`config.mk`:
```
export PLATFORM = sky130hd
export DESIGN_NAME = gfit_ctrl
export DESIGN_NICKNAME = d
export VERILOG_FILES = /design/src/rtl/gfit_pkg.sv /design/src/rtl/gfit_ctrl.sv
export SDC_FILE = /design/constraint.sdc
export NUM_CORES = 1
export LEC_CHECK = 0
export BUFFER_PORTS_ARGS = -buffer_cell sky130_fd_sc_hd__buf_2
export CAP_MARGIN = 10
export CORE_AREA = 2 2 39 41
export CTS_CLUSTER_SIZE = 25
export DETAILED_ROUTE_END_ITERATION = 10
export DIE_AREA = 0 0 41 43
export PLACE_DENSITY = 0.33
export SYNTH_ARGS = -nofsm -noshare
export SYNTH_HDL_FRONTEND = slang
export SYNTH_SLANG_ARGS = --single-unit
```
`constraint.sdc`:
```
create_clock -name clock -period 1.81 [get_ports clock]
set_input_delay 0.0905 -clock clock [delete_from_list [all_inputs] [get_ports clock]]
set_output_delay 0.0905 -clock clock [all_outputs]
set_load 0.02 [all_outputs]
```
`src/rtl/gfit_pkg.sv`:
```
// Shared constants, codes and control types of the grid first-fit unit.
package gfit_pkg;

   // Grid geometry and field widths.
   localparam int MAX_COLS   = 16;
   localparam int MAX_ROWS   = 16;
   localparam int OWNER_BITS = 16;
   localparam int CELL_COUNT = MAX_COLS * MAX_ROWS;
   localparam int CELL_AW    = $clog2(CELL_COUNT);
   localparam int LANES      = MAX_COLS;
   localparam int LANE_AW    = $clog2(LANES);
   localparam int WORDS      = CELL_COUNT / LANES;
   localparam int WORD_AW    = $clog2(WORDS);
   localparam int COL_W      = 4;
   localparam int ROW_W      = 4;
   localparam int DIM_W      = 5;
   localparam int CSR_IDX_W  = 4;
   localparam int CSR_DATA_W = 5;

   // Request command codes.
   typedef enum logic {
      CMD_WRITE = 1'b0,
      CMD_FIND  = 1'b1
   } cmd_type;

   // Configuration register indexes.
   typedef enum logic [CSR_IDX_W-1:0] {
      REG_GRID_WIDTH  = 4'd0,
      REG_GRID_HEIGHT = 4'd1
   } csr_reg_type;

   // Controller states.
   typedef enum logic [1:0] {
      ST_IDLE,
      ST_SWEEP,
      ST_ROWS,
      ST_FINISH
   } state_type;

   // Commands from the controller to the datapath.
   typedef struct packed {
      logic write_cell;
      logic load_find;
      logic sweep_step;
      logic row_step;
      logic respond;
   } ctl_type;

   // Status from the datapath to the controller.
   typedef struct packed {
      logic sweep_done;
      logic row_last;
   } sts_type;

endpackage

```
`src/rtl/gfit_ctrl.sv`:
```
// Controller state machine that sequences writes and rectangle searches.
module gfit_ctrl (
   input  logic             clock,
   input  logic             reset,
   input  logic             start,
   input  logic             req_cmd,
   input  gfit_pkg::sts_type sts,
   output gfit_pkg::ctl_type ctl,
   output logic             busy,
   output logic             csr_ready
);
   import gfit_pkg::*;

   state_type state_ff;
   state_type state_in;

   // State register.
   always_ff @(posedge clock) begin
      if (reset) begin
         state_ff <= ST_IDLE;
      end else begin
         state_ff <= state_in;
      end
   end

   // Next state and datapath commands.
   always_comb begin
      state_in = state_ff;
      ctl      = '0;
      unique case (state_ff)
         ST_IDLE: begin
            if (start) begin
               if (cmd_type'(req_cmd) == CMD_FIND) begin
                  ctl.load_find = 1'b1;
                  state_in      = ST_SWEEP;
               end else begin
                  ctl.write_cell = 1'b1;
               end
            end
         end
         ST_SWEEP: begin
            ctl.sweep_step = 1'b1;
            if (sts.sweep_done) begin
               state_in = ST_ROWS;
            end
         end
         ST_ROWS: begin
            ctl.row_step = 1'b1;
            if (sts.row_last) begin
               state_in = ST_FINISH;
            end
         end
         ST_FINISH: begin
            ctl.respond = 1'b1;
            state_in    = ST_IDLE;
         end
         default: begin
            state_in = ST_IDLE;
         end
      endcase
   end

   // Writes and register updates are taken only between searches.
   assign busy      = (state_ff != ST_IDLE);
   assign csr_ready = (state_ff == ST_IDLE);

endmodule

```
==> results of run 1 <==
## path summary, 6_finish.rpt
kind	start	to	slack, ps	cells after the start
setup / recovery	state_ff[1]	state_ff[1]	340	4
hold / removal	reset	state_ff[0]	130	3
setup reg to reg	state_ff[1]	state_ff[1]	340	4
hold reg to reg	state_ff[1]	state_ff[1]	520	2
## worst min-delay path, delay by kind of cell
kind,cells,cell delay (ps)
AO/OA/AOI/OAI,2,120
buffers and inverters,1,90
## layout make-up
type                       instances  area [um^2]  area share (%)
sequential                         2         40.0            14.1
tap                               16         20.0            7.05
timing repair buffer              12         60.1            21.1
multi-input combinational         16          123            43.2
inverter                           5         18.8            6.61
clock buffer                       3         22.5            7.93
## report_power, final
part / switching, mW / total, mW / internal, mW
clock: 0.0242 / 0.0973 / 0.0730
combinational: 0.202 / 0.325 / 0.124
sequential: 0.0215 / 0.0867 / 0.0652
## placed cells by master (no fill, tap or decap)
cell type and n:
a21oi_1 1, dfxtp_1 2, a222oi_1 1, and3_1 1, o21a_1 1, nand2_1 2
nand2b_1 3, mux2i_1 1, clkbuf_4 3, nor2_1 2, buf_2 12, ha_1 4
inv_1 5
## routing by layer
layer  up-vias  global-route usage [%]  wire length, um
met1        84                    5.41              219
li1        103                       -                -
met5         -                       0                0
met3         0                    6.28               65
met2        15                    7.19              161
met4         0                    4.00                0
## through the flow
| step | cell area, um^2 | instances | utilization [%] |
|---|---|---|---|
| 2_1_floorplan | 181 | 23 | - |
| 3_3_place_gp | 262 | 51 | 18.9 |
| 3_5_place_dp | 262 | 51 | 18.9 |
| 4_1_cts | 284 | 54 | 20.5 |
| 5_1_grt | 284 | 54 | 20.5 |
| 6_report | 284 | 54 | 20.5 |
## logic make-up (layout without fill, tap and decap cells)
family          Yosys count  in the layout  synth area share, %
buf+inv                   5             20                 10.3
flops                     2              2                 22.1
mux                       1              1                 5.52
simple gates              8              8                 22.1
fa+ha+maj                 4              4                 27.6
compound gates            3              3                 12.4
==> results by group, run 1 <==
Setup path
  • Worst endpoint data arrival time: 1610 ps
  • Cell Chain, Critical Path: inv_1 -> ha_1 -> a222oi_1 -> mux2i_1
  • CP Max Fanout: 4
  • Bufs and invs on worst path: 1
  • CP peak stage delay: 490 ps
  • Critical setup path kind: reg -> reg
  • Slowest stage cell, crit path: a222oi_1
  • Critical Path RT: 1960 ps
  • Startpoint Class: flip-flop
  • Delay-heaviest family, CP: compound AO/OA/AOI/OAI gates
  • CP endpoint kind: flip-flop

Synthesis
  • Top-area cell type share of the netlist area: 27.6%
  • Fraction of registers with async set/reset: 0%
  • Post-synthesis net count: 33
  • Post-synth cell types: 11
  • Top cell type by total area after synthesis: ha_1
  • Synthesized area per cell: 7.89 um^2
  • Flops & latches, synth: 2
  • Commonest register cell after synthesis: dfxtp_1
  • Synth warnings: 0
  • Synthesized cell area: 181 um^2
  • Most frequent cell after synthesis: inv_1
  • Commonest cells post-synth: 5 x inv_1, 4 x ha_1, 3 x nand2b_1
  • Sequential share of the synthesized area: 22.1%
  • Gate Count Post-Synth: 23
  • Synth area leaders: ha_1 28%, dfxtp_1 22%, inv_1 10%
  • Post-synth EDFFs: 0

Cells and area
  • Layout area overhead: 56.6%
  • Most flops, register: state_ff
  • Max FFs per register: 2
  • Fillers: 155
  • Share of cells above drive strength 1: 39.5%
  • # diodes: 0
  • Final net count: 50
  • Biggest regs: state_ff: 2 flops

Timing
  • Worst Skew: 2.57 ps
  • Ratio of final minimum period to clock period: 81.0%
  • Max Freq: 0.682 GHz
  • Final hold violation count: 0
  • Setup Total Neg Slack: 0 ps
  • Unrepaired setup endpoints after global routing: false
  • # setup viols final: 0
  • Setup WS post-layout: 344 ps
  • Slew Limit Fails: 0
  • Hold WS: 133 ps
  • Worst slew margin: 68.8%
  • Pin slew with the least headroom to its limit: 468 ps
  • Final min period: 1470 ps

Drt
  • Routed WL: 446 um
  • Initial DRC Count: 6
  • Vias: 202
  • DRC: 0
  • DR vias/cell: 3.74
  • Antenna Violating Nets Remaining: 0
  • Drt wl/cell: 8.26 um
  • Drt pass-1 iters: 4

Die
  • I/O pins: 13
  • Std-Cell Rows: 14
  • Die H: 43 um
  • Initial Utilization: 13.1%
  • Core area: 1380 um^2
  • Die ar.: 1760 um^2
  • Horiz. Die Dim: 41 um

Power
  • PwrDens: 1790 nW/um^2
  • Lkg Pwr: 0.169 nW
  • Total power: 509 uW
  • Peak supply drop: 0.545 mV

CTS
  • Hold-fix buffers, CTS: 0
  • Clock Path Buffers: 2
  • Clk slew on worst S/H paths: 30 ps
  • Root Driver: clkbuf_4
  • CTS tree: built
  • Number of H-tree levels: 1
  • # clock sinks: 2
  • Post_cts resized: 0
  • Clk_lat worst skew: 220 ps
  • Post-CTS setup buffer count: 0
  • CTS Buf Count: 3

Global routing
  • Number of global-route vias before repair: 160
  • Initial antenna violation count: 0
  • Largest net degree at the start of global routing: 7
  • Global-route wire length before repair: 607 um
  • Total gr overflow: 0
  • GRT Util Overall: 5.81%

Run status
  • Status: finished clean

Hold path
  • Hold Path Class: in -> reg

Placement
  • Post-DP HPWL: 376 um
  • Pre-CTS WS: 332 ps
  • Final RePlAce weighted congestion: 0.549
  • Port bufs: 12

Job
  • Max Cap Violations: 0
Power figures use the tool's default switching activity.
==> run 2, diff against run 1 <==
--- a/config.mk
+++ b/config.mk
@@ -11,7 +11,7 @@
 export CTS_CLUSTER_SIZE = 25
 export DETAILED_ROUTE_END_ITERATION = 10
 export DIE_AREA = 0 0 41 43
-export PLACE_DENSITY = 0.33
+export PLACE_DENSITY = 0.34
 export SYNTH_ARGS = -nofsm -noshare
 export SYNTH_HDL_FRONTEND = slang
 export SYNTH_SLANG_ARGS = --single-unit
==> constraint.sdc (replaced) <==
create_clock -name clock -period 1.2 [get_ports clock]
set_input_delay 0.06 -clock clock [delete_from_list [all_inputs] [get_ports clock]]
set_output_delay 0.06 -clock clock [all_outputs]
set_load 0.02 [all_outputs]
==> run 2 against run 1 <==
Compared with the run above:
- the flow now finishes with violations (negative setup slack)
- non-clock buffer count grew 8
- worst setup slack lost 420 ps
- fmax up 14%
==> results by group, run 2 (synthesized netlist as in run 1, its figures left out) <==
Run status
  • Status: complete, but fails checks (was finished clean)
  • Failing checks: negative setup slack

Die
  • Die ar.: 1760 um^2 (unchanged)
  • I/O pins: 13 (unchanged)
  • Horiz. Die Dim: 41 um (unchanged)
  • Core area: 1380 um^2 (unchanged)
  • Die H: 43 um (unchanged)
  • Std-Cell Rows: 14 (unchanged)
  • Initial Utilization: 13.1% (unchanged)

Setup path
  • FF-to-FF End: state_ff[1] (unchanged)
  • Worst reg2reg setup slack: -80 ps (was 340 ps)
  • Critical Path RT: 1340 ps (was 1960 ps)
  • R2R Path Start: state_ff[1] (unchanged)
  • Critical setup path kind: reg -> reg (unchanged)
  • FF-to-FF path depth: 5 (was 4)
  • CP endpoint kind: flip-flop (unchanged)
  • Worst endpoint data arrival time: 1420 ps (was 1610 ps)
  • Critical Path Source: state_ff[1] (unchanged)
  • Startpoint Class: flip-flop (unchanged)
  • Setup crit end: state_ff[1] (unchanged)
  • CP Max Fanout: 3 (was 4)

Global routing
  • Number of global-route vias before repair: 273 (was 160)
  • Total gr overflow: 0 (unchanged)
  • Grt met3 use: 1.57% (was 6.28%)
  • GRT Util Overall: 7.90% (was 5.81%)
  • GR peak layer: met2 (unchanged)
  • Largest net degree at the start of global routing: 6 (was 7)
  • Global-route wire length before repair: 910 um (was 607 um)
  • Initial antenna violation count: 0 (unchanged)
  • Met1 GRT Util: 6.35% (was 5.41%)
  • Met2 usage: 13.8% (was 7.19%)

Cells and area
  • Fillers: 160 (was 155)
  • Most common cell after layout, fill and taps aside: buf_2 (unchanged)
  • Most flops, register: state_ff (unchanged)
  • Max FFs per register: 2 (unchanged)
  • Biggest regs: state_ff: 2 flops (unchanged)
  • # diodes: 0 (unchanged)
  • Final non-filler cell area: 434 um^2 (was 284 um^2)
  • Share of cells above drive strength 1: 68.1% (was 39.5%)
  • Most frequent cells in the layout: 8 x buf_2, 7 x buf_4, 5 x buf_6 (was 12 x buf_2, 5 x inv_1, 4 x ha_1, 3 x nand2b_1, 3 x clkbuf_4)
  • Layout area overhead: 139% (was 56.6%)
  • Final net count: 58 (was 50)
  • Fin util: 31.4% (was 20.5%)

Power
  • Lkg Pwr: 0.221 nW (was 0.169 nW)
  • PwrDens: 2910 nW/um^2 (was 1790 nW/um^2)
  • Peak supply drop: 0.838 mV (was 0.545 mV)

Placement
  • Post-DP HPWL: 514 um (was 376 um)
  • Final RePlAce weighted congestion: 0.672 (was 0.549)
  • Cell Area, Placed: 339 um^2 (was 262 um^2)
  • Port bufs: 12 (unchanged)

Drt
  • Drt wl/cell: 9.32 um (was 8.26 um)
  • Initial DRC Count: 2 (was 6)
  • DRC: 0 (unchanged)
  • Drt pass-1 iters: 4 (unchanged)
  • DR vias/cell: 3.87 (was 3.74)
  • Antenna Violating Nets Remaining: 0 (unchanged)
  • Routed WL: 587 um (was 446 um)
  • Vias: 244 (was 202)

CTS
  • Clk_lat worst skew: 230 ps (was 220 ps)
  • Number of H-tree levels: 1 (unchanged)
  • Clk slew on worst S/H paths: 30 ps (about the same)
  • Clock Path Buffers: 2 (unchanged)
  • Root Driver: clkbuf_4 (unchanged)
  • # clock sinks: 2 (unchanged)
  • CTS tree: built (unchanged)
  • CTS Buf Count: 3 (unchanged)

Timing
  • Slew Limit Fails: 0 (unchanged)
  • Worst slew margin: 83.0% (was 68.8%)
  • Pin slew with the least headroom to its limit: 255 ps (was 468 ps)
  • Setup Total Neg Slack: -145 ps (was 0 ps)
  • Ratio of final minimum period to clock period: 107% (was 81.0%)
  • Hold WS: 104 ps (was 133 ps)
  • Final hold violation count: 0 (unchanged)
  • Unrepaired setup endpoints after global routing: true (was false)
  • Max Freq: 0.781 GHz (was 0.682 GHz)
  • Final min period: 1280 ps (was 1470 ps)
  • Setup WS post-layout: -81.0 ps (was 344 ps)
  • Worst Skew: 5.80 ps (was 2.57 ps)
  • # setup viols final: 3 (was 0)

Job
  • Max Cap Violations: 0 (unchanged)

Hold path
  • Hold Path Class: in -> reg (unchanged)
run 2: cell count changes in the layout (fill, tap and decap cells not counted), sizes merged:
cell,change
clkbuf,+1
buf,+8
run 2: area by class of cell:
type                    count  area, um^2  area share, %
clock buffers               4        26.3           6.05
inverters                   5        23.8           5.48
repair buffers             20         149           34.3
flip-flops and latches      2        47.5           11.0
multi-input cells          16         168           38.6
well taps                  16        20.0           4.61
run 2: report_power, final:
part	internal, mW	switching (mW)
Sequential	0.117	0.0540
Clock	0.124	0.0418
Combinational	0.513	0.413
Total	0.754	0.509
run 2: worst min path at each step:
stage                  endpoint  slack (ps)  cells after the start  startpoint
floorplan                ctl[4]         200                      1     req_cmd
global placement    state_ff[0]         350                      3       reset
detailed placement  state_ff[0]         350                      3       reset
CTS                 state_ff[0]         100                      3       reset
global route        state_ff[0]         120                      3       reset
finish              state_ff[0]         100                      3       reset
run 2: stage by stage:
step	setup WS (ps)	power, mW	instances
final	-81.0	1.26	63
after detailed placement	-123	0.870	57
after global placement	-120	0.853	57
after CTS	-126	1.23	62
after floorplan	-72.9	0.583	23
after global routing	-131	1.36	63
run 2: what timing repair did:
action	4_1_cts	5_1_grt
gates resized for setup	13	2
pin swaps	3	1
endpoints found under the setup margin	6	6
hold buffers	0	0
setup buffers	1	1
gates cloned	0	0
run 2: critical path, cell delays in order (launching register included):
cell,delay (ps)
dfxtp_4,360
inv_4,50
ha_4,150
a222oi_1,290
buf_4,170
mux2i_1,180
run 2: per-layer routing:
| layer | vias to the layer above | wire length (um) |
|---|---|---|
| met5 | - | 0 |
| met4 | 0 | 0 |
| met1 | 111 | 211 |
| met3 | 0 | 51 |
| li1 | 121 | - |
| met2 | 12 | 325 |
